[src/rtl/core/dcgz_pkg.sv]
// Shared types, register indexes and arithmetic constants of the DC-blocked Goertzel detector.
package dcgz_pkg;

	localparam int CFG_IDX_W = 2;
	localparam int CFG_DATA_W = 16;

	localparam logic [CFG_IDX_W-1:0] REG_CENTER_COEF = 2'd0;
	localparam logic [CFG_IDX_W-1:0] REG_LOW_COEF = 2'd1;
	localparam logic [CFG_IDX_W-1:0] REG_HIGH_COEF = 2'd2;
	localparam logic [CFG_IDX_W-1:0] REG_BLOCK_LEN = 2'd3;

	localparam int SAMPLE_W = 16;
	localparam int COEF_W = 16;
	localparam int BLOCK_LEN_W = 11;
	localparam int ENERGY_W = 63;
	localparam int DC_W = 18;

	localparam logic signed [COEF_W-1:0] CENTER_COEF_RESET = 16'sd20628;
	localparam logic signed [COEF_W-1:0] LOW_COEF_RESET = 16'sd24578;
	localparam logic signed [COEF_W-1:0] HIGH_COEF_RESET = 16'sd16076;
	localparam logic [BLOCK_LEN_W-1:0] BLOCK_LEN_RESET = 11'd48;
	localparam int MIN_BLOCK = 8;

	localparam int DC_POLE = 32604;
	localparam int DC_SHIFT = 15;
	localparam int COEF_SHIFT = 14;
	localparam int SQ_SHIFT = 14;
	localparam int ENERGY_SHIFT = 30;

	localparam int CHUNK_W = 24;
	localparam int CHUNK_IDX_W = 2;
	localparam int SHIFT_IDX_W = 3;
	localparam int SHAMT_W = 7;

	localparam int NUM_BINS = 3;
	localparam int BIN_W = 2;
	localparam logic [BIN_W-1:0] BIN_CENTER = 2'd0;
	localparam logic [BIN_W-1:0] BIN_LOW = 2'd1;
	localparam logic [BIN_W-1:0] BIN_HIGH = 2'd2;

	typedef enum logic [2:0] {
		A_POLE,
		A_COEF,
		A_S1,
		A_S2,
		A_P
	} a_sel_t;

	typedef enum logic [1:0] {
		B_YP,
		B_S1,
		B_S2
	} b_sel_t;

	typedef enum logic [2:0] {
		OP_NONE,
		OP_TAKE,
		OP_DC_FIN,
		OP_REC_FIN,
		OP_P_LOAD,
		OP_E_FIN
	} op_t;

	typedef struct packed {
		logic mul;
		a_sel_t a_sel;
		b_sel_t b_sel;
		logic [CHUNK_IDX_W-1:0] a_chunk;
		logic [CHUNK_IDX_W-1:0] b_chunk;
		logic [SHIFT_IDX_W-1:0] shift;
		logic plus14;
		logic sub;
		op_t op;
		logic [BIN_W-1:0] bin;
		logic clear_bins;
	} dp_cmd_t;

	typedef struct packed {
		logic acc_pending;
	} dp_status_t;

endpackage

[src/rtl/core/dc_blocked_goertzel_tone_detector.sv]
// Top level of the DC-blocked three-bin Goertzel tone detector.
// Each accepted sample runs through a one-pole DC blocker and then the center, low and
// high Goertzel recurrences; after block_length samples (clamped to 8..MAX_BLOCK) one
// request carries the three bin energies and the recurrences restart from zero. A sample
// keeps the input stalled until its products are done: all products go through one shared
// 25x25 multiplier, seven partial products per sample at the default width, each followed
// by a registered accumulate. At a block end the energies are computed on the same
// multiplier, and the energy pass does not start while the previous result request is
// still waiting to be taken. Samples of the next block are accepted while a result waits.
module dc_blocked_goertzel_tone_detector #(
	parameter int MAX_BLOCK = 1024,
	parameter int RECURRENCE_WIDTH = 40
) (
	input  logic                                  clk,
	input  logic                                  arst_n,
	input  logic                                  in_valid,
	output logic                                  in_stall,
	input  logic signed [dcgz_pkg::SAMPLE_W-1:0]  sample,
	output logic                                  out_valid,
	input  logic                                  out_stall,
	output logic [dcgz_pkg::ENERGY_W-1:0]         center_energy,
	output logic [dcgz_pkg::ENERGY_W-1:0]         low_energy,
	output logic [dcgz_pkg::ENERGY_W-1:0]         high_energy,
	input  logic                                  cfg_write,
	input  logic [dcgz_pkg::CFG_IDX_W-1:0]        cfg_index,
	input  logic [dcgz_pkg::CFG_DATA_W-1:0]       cfg_data
);
	import dcgz_pkg::*;

	dp_cmd_t    cmd;
	dp_status_t status;

	dcgz_ctrl #(
		.MAX_BLOCK(MAX_BLOCK),
		.RECURRENCE_WIDTH(RECURRENCE_WIDTH)
	) u_ctrl (
		.clk(clk),
		.arst_n(arst_n),
		.in_valid(in_valid),
		.in_stall(in_stall),
		.out_valid(out_valid),
		.out_stall(out_stall),
		.cfg_write(cfg_write),
		.cfg_index(cfg_index),
		.cfg_data(cfg_data),
		.cmd(cmd),
		.status(status)
	);

	dcgz_datapath #(
		.RECURRENCE_WIDTH(RECURRENCE_WIDTH)
	) u_datapath (
		.clk(clk),
		.arst_n(arst_n),
		.cmd(cmd),
		.status(status),
		.cfg_write(cfg_write),
		.cfg_index(cfg_index),
		.cfg_data(cfg_data),
		.sample(sample),
		.center_energy(center_energy),
		.low_energy(low_energy),
		.high_energy(high_energy)
	);

endmodule

[src/rtl/core/dcgz_datapath.sv]
// Datapath: coefficients, DC blocker and recurrence state, shared multiplier and accumulator.
module dcgz_datapath #(
	parameter int RECURRENCE_WIDTH = 40
) (
	input  logic                                  clk,
	input  logic                                  arst_n,
	input  dcgz_pkg::dp_cmd_t                     cmd,
	output dcgz_pkg::dp_status_t                  status,
	input  logic                                  cfg_write,
	input  logic [dcgz_pkg::CFG_IDX_W-1:0]        cfg_index,
	input  logic [dcgz_pkg::CFG_DATA_W-1:0]       cfg_data,
	input  logic signed [dcgz_pkg::SAMPLE_W-1:0]  sample,
	output logic [dcgz_pkg::ENERGY_W-1:0]         center_energy,
	output logic [dcgz_pkg::ENERGY_W-1:0]         low_energy,
	output logic [dcgz_pkg::ENERGY_W-1:0]         high_energy
);
	import dcgz_pkg::*;

	localparam int RW = RECURRENCE_WIDTH;
	localparam int PW = RW + COEF_W;
	localparam int NCS = (RW + CHUNK_W - 1) / CHUNK_W;
	localparam int NCP = (PW + CHUNK_W - 1) / CHUNK_W;
	localparam int PX_W = NCP * CHUNK_W;
	localparam int ACC_W = 2 * RW + 16;
	localparam int EXT_W = ACC_W + 64;
	localparam int DC_SUM_W = DC_W + 3;
	localparam int REC_SUM_W = RW + 4;
	localparam int OP_W = CHUNK_W + 1;
	localparam int PROD_W = 2 * OP_W;
	localparam logic [CHUNK_IDX_W-1:0] S_TOP = CHUNK_IDX_W'(NCS - 1);
	localparam logic [CHUNK_IDX_W-1:0] P_TOP = CHUNK_IDX_W'(NCP - 1);

	logic signed [COEF_W-1:0]   center_coef_q, low_coef_q, high_coef_q;
	logic signed [SAMPLE_W-1:0] x_q, xp_q;
	logic signed [DC_W-1:0]     yp_q;
	logic signed [RW-1:0]       s1_q [NUM_BINS];
	logic signed [RW-1:0]       s2_q [NUM_BINS];
	logic signed [PW-1:0]       p_q;
	logic signed [ACC_W-1:0]    acc_q;
	logic signed [PROD_W-1:0]   prod_s1;
	logic                       acc_en_s1, sub_s1, plus14_s1;
	logic [SHIFT_IDX_W-1:0]     shift_s1;
	logic [ENERGY_W-1:0]        energy_q [NUM_BINS];

	logic signed [COEF_W-1:0]    coef_sel;
	logic signed [RW-1:0]        s1_sel, s2_sel;
	logic signed [PX_W-1:0]      s1_x, s2_x, p_x;
	logic signed [OP_W-1:0]      a_op, b_op;
	logic signed [PROD_W-1:0]    product;
	logic [SHAMT_W-1:0]          shamt;
	logic signed [ACC_W-1:0]     term, acc_next;
	logic                        acc_clr;
	logic signed [DC_SUM_W-1:0]  dc_sum;
	logic signed [DC_W-1:0]      dc_y;
	logic signed [REC_SUM_W-1:0] rec_sum;
	logic signed [RW-1:0]        rec_s0;
	logic signed [EXT_W-1:0]     acc_ext;
	logic [ENERGY_W-1:0]         energy_val;

	function automatic logic signed [OP_W-1:0] chunk_op(
		input logic [PX_W-1:0]        v,
		input logic [CHUNK_IDX_W-1:0] idx,
		input logic [CHUNK_IDX_W-1:0] top
	);
		logic [CHUNK_W-1:0] c;
		c = v[idx*CHUNK_W +: CHUNK_W];
		return {(idx == top) & c[CHUNK_W-1], c};
	endfunction

	always_comb begin
		case (cmd.bin)
			BIN_LOW:  coef_sel = low_coef_q;
			BIN_HIGH: coef_sel = high_coef_q;
			default:  coef_sel = center_coef_q;
		endcase
	end

	assign s1_sel = s1_q[cmd.bin];
	assign s2_sel = s2_q[cmd.bin];
	assign s1_x = PX_W'(s1_sel);
	assign s2_x = PX_W'(s2_sel);
	assign p_x = PX_W'(p_q);

	always_comb begin
		case (cmd.a_sel)
			A_POLE:  a_op = OP_W'(DC_POLE);
			A_COEF:  a_op = OP_W'(coef_sel);
			A_S1:    a_op = chunk_op(s1_x, cmd.a_chunk, S_TOP);
			A_S2:    a_op = chunk_op(s2_x, cmd.a_chunk, S_TOP);
			A_P:     a_op = chunk_op(p_x, cmd.a_chunk, P_TOP);
			default: a_op = '0;
		endcase
	end

	always_comb begin
		case (cmd.b_sel)
			B_YP:    b_op = OP_W'(yp_q);
			B_S1:    b_op = chunk_op(s1_x, cmd.b_chunk, S_TOP);
			B_S2:    b_op = chunk_op(s2_x, cmd.b_chunk, S_TOP);
			default: b_op = '0;
		endcase
	end

	assign product = a_op * b_op;

	assign shamt = SHAMT_W'(shift_s1) * SHAMT_W'(CHUNK_W)
		+ (plus14_s1 ? SHAMT_W'(SQ_SHIFT) : SHAMT_W'(0));
	assign term = ACC_W'(prod_s1) <<< shamt;
	assign acc_next = sub_s1 ? (acc_q - term) : (acc_q + term);

	always_comb begin
		case (cmd.op) inside
			OP_DC_FIN, OP_REC_FIN, OP_P_LOAD, OP_E_FIN: acc_clr = 1'b1;
			default: acc_clr = 1'b0;
		endcase
	end

	assign dc_sum = DC_SUM_W'(x_q) - DC_SUM_W'(xp_q) + $signed(acc_q[DC_SHIFT +: DC_SUM_W]);

	always_comb begin
		if ((&dc_sum[DC_SUM_W-1:DC_W-1]) || !(|dc_sum[DC_SUM_W-1:DC_W-1])) begin
			dc_y = dc_sum[DC_W-1:0];
		end else if (dc_sum[DC_SUM_W-1]) begin
			dc_y = {1'b1, {(DC_W-1){1'b0}}};
		end else begin
			dc_y = {1'b0, {(DC_W-1){1'b1}}};
		end
	end

	assign rec_sum = REC_SUM_W'(yp_q) + $signed(acc_q[COEF_SHIFT +: REC_SUM_W])
		- REC_SUM_W'(s2_sel);

	always_comb begin
		if ((&rec_sum[REC_SUM_W-1:RW-1]) || !(|rec_sum[REC_SUM_W-1:RW-1])) begin
			rec_s0 = rec_sum[RW-1:0];
		end else if (rec_sum[REC_SUM_W-1]) begin
			rec_s0 = {1'b1, {(RW-1){1'b0}}};
		end else begin
			rec_s0 = {1'b0, {(RW-1){1'b1}}};
		end
	end

	assign acc_ext = EXT_W'(acc_q);

	always_comb begin
		if (acc_q[ACC_W-1]) begin
			energy_val = '0;
		end else if (|acc_ext[EXT_W-1:ENERGY_SHIFT+ENERGY_W]) begin
			energy_val = '1;
		end else begin
			energy_val = acc_ext[ENERGY_SHIFT +: ENERGY_W];
		end
	end

	always_ff @(posedge clk or negedge arst_n) begin
		if (!arst_n) begin
			center_coef_q <= CENTER_COEF_RESET;
			low_coef_q <= LOW_COEF_RESET;
			high_coef_q <= HIGH_COEF_RESET;
		end else if (cfg_write) begin
			if (cfg_index == REG_CENTER_COEF) begin
				center_coef_q <= cfg_data[COEF_W-1:0];
			end
			if (cfg_index == REG_LOW_COEF) begin
				low_coef_q <= cfg_data[COEF_W-1:0];
			end
			if (cfg_index == REG_HIGH_COEF) begin
				high_coef_q <= cfg_data[COEF_W-1:0];
			end
		end
	end

	always_ff @(posedge clk or negedge arst_n) begin
		if (!arst_n) begin
			acc_en_s1 <= 1'b0;
			sub_s1 <= 1'b0;
			plus14_s1 <= 1'b0;
			shift_s1 <= '0;
			acc_q <= '0;
		end else begin
			acc_en_s1 <= cmd.mul;
			sub_s1 <= cmd.sub;
			plus14_s1 <= cmd.plus14;
			shift_s1 <= cmd.shift;
			if (acc_en_s1) begin
				acc_q <= acc_next;
			end else if (acc_clr) begin
				acc_q <= '0;
			end
		end
	end

	always_ff @(posedge clk) begin
		prod_s1 <= product;
		if (cmd.op == OP_TAKE) begin
			x_q <= sample;
		end
		if (cmd.op == OP_P_LOAD) begin
			p_q <= acc_q[PW-1:0];
		end
		if (cmd.op == OP_E_FIN) begin
			energy_q[cmd.bin] <= energy_val;
		end
	end

	always_ff @(posedge clk or negedge arst_n) begin
		if (!arst_n) begin
			xp_q <= '0;
			yp_q <= '0;
			for (int b = 0; b < NUM_BINS; b++) begin
				s1_q[b] <= '0;
				s2_q[b] <= '0;
			end
		end else begin
			if (cmd.op == OP_DC_FIN) begin
				yp_q <= dc_y;
				xp_q <= x_q;
			end
			for (int b = 0; b < NUM_BINS; b++) begin
				if (cmd.clear_bins) begin
					s1_q[b] <= '0;
					s2_q[b] <= '0;
				end else if (cmd.op == OP_REC_FIN && cmd.bin == BIN_W'(b)) begin
					s1_q[b] <= rec_s0;
					s2_q[b] <= s1_q[b];
				end
			end
		end
	end

	assign status.acc_pending = acc_en_s1;
	assign center_energy = energy_q[BIN_CENTER];
	assign low_energy = energy_q[BIN_LOW];
	assign high_energy = energy_q[BIN_HIGH];

endmodule

[src/rtl/core/dcgz_ctrl.sv]
// Controller: handshakes, block position counter and the micro-operation sequencer.
module dcgz_ctrl #(
	parameter int MAX_BLOCK = 1024,
	parameter int RECURRENCE_WIDTH = 40
) (
	input  logic                            clk,
	input  logic                            arst_n,
	input  logic                            in_valid,
	output logic                            in_stall,
	output logic                            out_valid,
	input  logic                            out_stall,
	input  logic                            cfg_write,
	input  logic [dcgz_pkg::CFG_IDX_W-1:0]  cfg_index,
	input  logic [dcgz_pkg::CFG_DATA_W-1:0] cfg_data,
	output dcgz_pkg::dp_cmd_t               cmd,
	input  dcgz_pkg::dp_status_t            status
);
	import dcgz_pkg::*;

	localparam int RW = RECURRENCE_WIDTH;
	localparam int PW = RW + COEF_W;
	localparam int NCS = (RW + CHUNK_W - 1) / CHUNK_W;
	localparam int NCP = (PW + CHUNK_W - 1) / CHUNK_W;
	localparam logic [CHUNK_IDX_W-1:0] S_TOP = CHUNK_IDX_W'(NCS - 1);
	localparam logic [CHUNK_IDX_W-1:0] P_TOP = CHUNK_IDX_W'(NCP - 1);
	localparam int POS_W = $clog2(MAX_BLOCK);
	localparam int LEN_W = ($clog2(MAX_BLOCK + 1) > BLOCK_LEN_W) ?
		$clog2(MAX_BLOCK + 1) : BLOCK_LEN_W;

	typedef enum logic [11:0] {
		S_IDLE     = 12'b0000_0000_0001,
		S_DC       = 12'b0000_0000_0010,
		S_DC_FIN   = 12'b0000_0000_0100,
		S_REC      = 12'b0000_0000_1000,
		S_REC_FIN  = 12'b0000_0001_0000,
		S_WAIT_OUT = 12'b0000_0010_0000,
		S_EP       = 12'b0000_0100_0000,
		S_EP_LD    = 12'b0000_1000_0000,
		S_ESQ1     = 12'b0001_0000_0000,
		S_ESQ2     = 12'b0010_0000_0000,
		S_ECR      = 12'b0100_0000_0000,
		S_EFIN     = 12'b1000_0000_0000
	} state_t;

	state_t                  state_q, state_d;
	logic [CHUNK_IDX_W-1:0]  i_q, i_d, j_q, j_d;
	logic [BIN_W-1:0]        k_q, k_d;
	logic [POS_W-1:0]        pos_q, pos_d;
	logic [BLOCK_LEN_W-1:0]  block_len_q;
	logic                    out_valid_q, set_out;
	logic [LEN_W-1:0]        len_ext, eff_len;
	logic                    block_done, last_j, last_i_s, last_i_p;

	assign len_ext = LEN_W'(block_len_q);

	always_comb begin
		if (len_ext < LEN_W'(MIN_BLOCK)) begin
			eff_len = LEN_W'(MIN_BLOCK);
		end else if (len_ext > LEN_W'(MAX_BLOCK)) begin
			eff_len = LEN_W'(MAX_BLOCK);
		end else begin
			eff_len = len_ext;
		end
	end

	assign block_done = (LEN_W'(pos_q) + LEN_W'(1)) >= eff_len;
	assign last_j = (j_q == S_TOP);
	assign last_i_s = (i_q == S_TOP);
	assign last_i_p = (i_q == P_TOP);

	always_comb begin
		cmd = '0;
		state_d = state_q;
		i_d = i_q;
		j_d = j_q;
		k_d = k_q;
		pos_d = pos_q;
		set_out = 1'b0;
		unique case (state_q)
			S_IDLE: begin
				if (in_valid) begin
					cmd.op = OP_TAKE;
					state_d = S_DC;
				end
			end
			S_DC: begin
				cmd.mul = 1'b1;
				cmd.a_sel = A_POLE;
				cmd.b_sel = B_YP;
				state_d = S_DC_FIN;
			end
			S_DC_FIN: begin
				if (!status.acc_pending) begin
					cmd.op = OP_DC_FIN;
					k_d = BIN_CENTER;
					j_d = '0;
					state_d = S_REC;
				end
			end
			S_REC, S_EP: begin
				cmd.mul = 1'b1;
				cmd.a_sel = A_COEF;
				cmd.b_sel = B_S1;
				cmd.b_chunk = j_q;
				cmd.shift = SHIFT_IDX_W'(j_q);
				cmd.bin = k_q;
				if (last_j) begin
					j_d = '0;
					state_d = (state_q == S_REC) ? S_REC_FIN : S_EP_LD;
				end else begin
					j_d = j_q + CHUNK_IDX_W'(1);
				end
			end
			S_REC_FIN: begin
				cmd.bin = k_q;
				if (!status.acc_pending) begin
					cmd.op = OP_REC_FIN;
					if (k_q == BIN_HIGH) begin
						if (block_done) begin
							pos_d = '0;
							state_d = S_WAIT_OUT;
						end else begin
							pos_d = pos_q + POS_W'(1);
							state_d = S_IDLE;
						end
					end else begin
						k_d = k_q + BIN_W'(1);
						state_d = S_REC;
					end
				end
			end
			S_WAIT_OUT: begin
				if (!out_valid_q) begin
					k_d = BIN_CENTER;
					j_d = '0;
					state_d = S_EP;
				end
			end
			S_EP_LD: begin
				cmd.bin = k_q;
				if (!status.acc_pending) begin
					cmd.op = OP_P_LOAD;
					i_d = '0;
					j_d = '0;
					state_d = S_ESQ1;
				end
			end
			S_ESQ1, S_ESQ2: begin
				cmd.mul = 1'b1;
				cmd.a_sel = (state_q == S_ESQ1) ? A_S1 : A_S2;
				cmd.b_sel = (state_q == S_ESQ1) ? B_S1 : B_S2;
				cmd.a_chunk = i_q;
				cmd.b_chunk = j_q;
				cmd.shift = SHIFT_IDX_W'(i_q) + SHIFT_IDX_W'(j_q);
				cmd.plus14 = 1'b1;
				cmd.bin = k_q;
				if (last_j) begin
					j_d = '0;
					if (last_i_s) begin
						i_d = '0;
						state_d = (state_q == S_ESQ1) ? S_ESQ2 : S_ECR;
					end else begin
						i_d = i_q + CHUNK_IDX_W'(1);
					end
				end else begin
					j_d = j_q + CHUNK_IDX_W'(1);
				end
			end
			S_ECR: begin
				cmd.mul = 1'b1;
				cmd.a_sel = A_P;
				cmd.b_sel = B_S2;
				cmd.a_chunk = i_q;
				cmd.b_chunk = j_q;
				cmd.shift = SHIFT_IDX_W'(i_q) + SHIFT_IDX_W'(j_q);
				cmd.sub = 1'b1;
				cmd.bin = k_q;
				if (last_j) begin
					j_d = '0;
					if (last_i_p) begin
						i_d = '0;
						state_d = S_EFIN;
					end else begin
						i_d = i_q + CHUNK_IDX_W'(1);
					end
				end else begin
					j_d = j_q + CHUNK_IDX_W'(1);
				end
			end
			S_EFIN: begin
				cmd.bin = k_q;
				if (!status.acc_pending) begin
					cmd.op = OP_E_FIN;
					if (k_q == BIN_HIGH) begin
						cmd.clear_bins = 1'b1;
						set_out = 1'b1;
						state_d = S_IDLE;
					end else begin
						k_d = k_q + BIN_W'(1);
						state_d = S_EP;
					end
				end
			end
			default: begin
				state_d = S_IDLE;
			end
		endcase
	end

	always_ff @(posedge clk or negedge arst_n) begin
		if (!arst_n) begin
			state_q <= S_IDLE;
			i_q <= '0;
			j_q <= '0;
			k_q <= '0;
			pos_q <= '0;
			out_valid_q <= 1'b0;
		end else begin
			state_q <= state_d;
			i_q <= i_d;
			j_q <= j_d;
			k_q <= k_d;
			pos_q <= pos_d;
			if (set_out) begin
				out_valid_q <= 1'b1;
			end else if (out_valid_q && !out_stall) begin
				out_valid_q <= 1'b0;
			end
		end
	end

	always_ff @(posedge clk or negedge arst_n) begin
		if (!arst_n) begin
			block_len_q <= BLOCK_LEN_RESET;
		end else if (cfg_write && cfg_index == REG_BLOCK_LEN) begin
			block_len_q <= cfg_data[BLOCK_LEN_W-1:0];
		end
	end

	assign in_stall = (state_q != S_IDLE);
	assign out_valid = out_valid_q;

endmodule

[config.mk]
export PLATFORM = sky130hd
export DESIGN_NAME = dc_blocked_goertzel_tone_detector
export DESIGN_NICKNAME = d
export VERILOG_FILES = /design/src/rtl/core/dcgz_pkg.sv /design/src/rtl/core/dc_blocked_goertzel_tone_detector.sv /design/src/rtl/core/dcgz_datapath.sv /design/src/rtl/core/dcgz_ctrl.sv
export SDC_FILE = /design/constraint.sdc
export NUM_CORES = 2
export LEC_CHECK = 0
export BUFFER_PORTS_ARGS = -buffer_cell sky130_fd_sc_hd__buf_2
export CAP_MARGIN = 0
export CORE_ASPECT_RATIO = 0.8
export CORE_MARGIN = 2
export CORE_UTILIZATION = 61
export CTS_BUF_LIST = sky130_fd_sc_hd__clkbuf_2 sky130_fd_sc_hd__clkbuf_4 sky130_fd_sc_hd__clkbuf_8
export DETAILED_ROUTE_END_ITERATION = 6
export PLACE_DENSITY = 0.78
export SYNTH_ARGS = -nofsm -noshare
export SYNTH_HDL_FRONTEND = slang
export SYNTH_SLANG_ARGS = --single-unit
[constraint.sdc]
create_clock -name clk -period 12.15 [get_ports clk]
set_input_delay 1.215 -clock clk [delete_from_list [all_inputs] [get_ports clk]]
set_output_delay 1.215 -clock clk [all_outputs]
set_load 0.02 [all_outputs]
==> impl_metrics.tcl <==
set metrics [dict create \
    outcome "finished, final reports clean" \
    rows 112 \
    critPathRequiredTime_ns 12.90 \
    post-route-util_pct 66.1 \
    clock_path_buffers 3 \
    gp_congestion 1.12 \
    routed_wirelength_mm 244 \
    clockRootBuffer "clkbuf_8" \
    seq_area_frac_synth_pct 28.7 \
    final-setup-viol-count 0 \
    crit_path_max_fanout 19 \
    synth_edf_count 261 \
    synth_flop_cell "dfrtp_1" \
    fin_crit_sh_pct 94.9 \
    die_w_um 387 \
    grt_pass1_wl_mm 371 \
    cp_top_family "adder cells" \
    grt_use_total_pct 40.7 \
    dieArea_sq_mm 0.120 \
    place_inst 9398 \
    nets 9062 \
    fin_skew_ns 0.107 \
    most-common-layout-cells "nand2_1, inv_1, nor2_1, fa_1, o21ai_0" \
    cts_buffers 119 \
    synth.cell_area_sq_mm 0.0714 \
    critPathArrivalTime_ns 12.27 \
    grt.overflow.total 0 \
    cts_hold_buf 0 \
    die_y_um 310 \
    critPathSlowestCell "or4_1" \
    start_kind "flip-flop" \
    coreArea_sq_mm 0.116 \
    synth.ff_latch_count 775 \
    max_freq_mhz 86.8 \
    drt_pass1_iterations 7 \
    slew_viol_final 0 \
    layout-drive-gt1-share_pct 10.5 \
    initial_utilization_pct 61.4 \
    place_area_sq_mm 0.0741 \
    avgRoutedWirePerCell_um 25.3 \
    finalCriticalPeriod_ns 11.53 \
    slew_headroom_pct 5.67 \
    min_path_type "in2async" \
    io_pins 230 \
    clkSinkCount 775 \
    drc 0 \
    area_growth_pct 7.60 \
    tightest_slew_ns 1.41 \
    crit_cells 37 \
    clk_pin_slew_ns 0.06 \
    yosysWarningCount 0 \
    fin_area_sq_mm 0.0768 \
    synthMuxAreaShare_pct 3.29 \
    port-buffer-count 229 \
    hold_violations 0 \
    synth_compound_area_share_pct 16.9 \
    clk_latency_ns 0.93 \
    layout_commonest_cell "nand2_1" \
    grt_pass1_vias 60100 \
    cp-end-kind "flip-flop" \
    htree_levels 3 \
    dpl.hpwl_mm 189 \
    detail-route-antenna-nets 0 \
    via_per_inst 6.45 \
    rsz0062_at_grt "false" \
    reg2reg_depth 37 \
    synth_xor_xnor_area_share_pct 3.80 \
    worst_path_largest_cell_delay_ns 0.75 \
    yosys.area_share.simple_pct 14.9 \
    drt-initial-drc-count 8637 \
    synthArstFlopShare_pct 59.9 \
    synth_fa_ha_area_share_pct 25.7 \
    cts_repair_resize_count 0 \
    vias 62100 \
    synth_cell_types 105 \
    cts_tree "built" \
    worstSetupPathType "reg2reg" \
    antenna_found_initial 12 \
    synth_nets 8988 \
    grt_max_degree 142 \
    tns_ns 0 \
    syn_avg_cell_area_sq_um 9.03 \
    cts_setup_buffers 0 \
    path_common_cell "fa_1" \
    drv_cap 0 \
    path_buf_inv 5 \
    fin_cells 9627 \
    netlist_instances 7906 \
    synth_top_family_by_area "adder cells" \
]
-- kinds of logic after synthesis --
family,after synthesis
adder cells (fa/ha/maj),1044
AO/OA/AOI/OAI,1899
AND/OR/NAND/NOR,2460
buffers and inverters,1212
flip-flops,775
multiplexers,206
XOR/XNOR,310
-- flip-flops by register name, indices dropped and copies added (netlist names), 10 cells and up --
| register | cells |
|---|---|
| u_datapath.energy_q | 189 |
| u_datapath.s1_q | 120 |
| u_datapath.s2_q | 120 |
| u_datapath.acc_q | 96 |
| u_datapath.p_q | 56 |
| u_datapath.prod_s1 | 50 |
| u_datapath.yp_q | 18 |
| u_datapath.center_coef_q | 16 |
| u_datapath.high_coef_q | 16 |
| u_datapath.low_coef_q | 16 |
| u_datapath.x_q | 16 |
| u_datapath.xp_q | 16 |
| u_ctrl.state_q | 12 |
| u_ctrl.block_len_q | 11 |
| u_ctrl.pos_q | 10 |
-- cell type report --
type / count / area (sq um)
repair buffers: 411 / 2580
diodes: 11 / 27.5
multi-input cells: 5919 / 46300
clock inverters: 39 / 462
inverters: 754 / 2830
fillers: 9481 / 39500
well taps: 1539 / 1930
flip-flops and latches: 775 / 20500
clock buffers: 179 / 2210
-- worst paths after layout --
| path | startpoint | to | slack, ns |
|---|---|---|---|
| hold reg to reg | u_datapath.x_q[11] | u_datapath.xp_q[11] | 0.49 |
| max in group asynchronous | arst_n | u_datapath.plus14_s1 | 9.26 |
| hold / removal | arst_n | u_datapath.s1_q[18] | 0.42 |
| setup reg to reg | u_ctrl.state_q[7] | u_datapath.prod_s1[42] | 0.62 |
| setup / recovery | u_ctrl.state_q[7] | u_datapath.prod_s1[42] | 0.62 |
| min in group clk | u_datapath.x_q[11] | u_datapath.xp_q[11] | 0.49 |
-- layer usage --
layer	vias to the layer above	part of all wire (%)	GRT usage, %	wire length, um
met4	10	4.2	15.4	10200
met2	3995	41	58.0	100000
met3	652	15	15.8	35700
met5	-	0.11	0	263
met1	30500	40	56.1	97400
li1	27000	-	-	-
-- synth_stat cells, types with 15 or more instances --
library cell	number	share of area, %
and2_1	54	0.47
o211ai_1	24	0.25
xor2_1	124	1.5
o21ai_0	549	3.8
a21o_1	147	1.5
a22o_1	118	1.4
nand4_1	56	0.49
mux2_2	97	1.5
clkbuf_1	295	1.6
o22ai_1	43	0.38
mux2i_1	95	1.3
dfrtp_1	444	16
a221o_1	32	0.45
nor2_1	714	3.8
xnor2_1	186	2.3
o21a_1	31	0.33
dfxtp_1	50	1.4
a21boi_0	15	0.16
a31oi_1	67	0.59
and3_1	66	0.58
buf_1	30	0.16
or3_1	27	0.24
buf_2	118	0.83
fa_1	707	20
inv_1	750	3.9
nor3_1	86	0.60
nor2b_1	57	0.50
nand2_1	1149	6.0
nand2b_1	55	0.48
ha_1	336	5.9
o21bai_1	48	0.50
a21oi_1	490	3.4
o31ai_1	21	0.22
edfxtp_1	261	11
dfstp_2	20	0.74
nand3_1	107	0.75
a211oi_1	36	0.38
a22oi_1	100	1.1
-- per-stage QoR --
stage	hold slack (ns)	setup WS, ns
after floorplan	0.446	1.12
after global placement	0.478	1.11
after detailed placement	0.485	1.02
after CTS	0.410	0.898
after global routing	0.483	0.0680
final	0.423	0.625
Power is not shown: default switching activity piles up to over one toggle a cycle in this logic, so the estimate is an artifact.
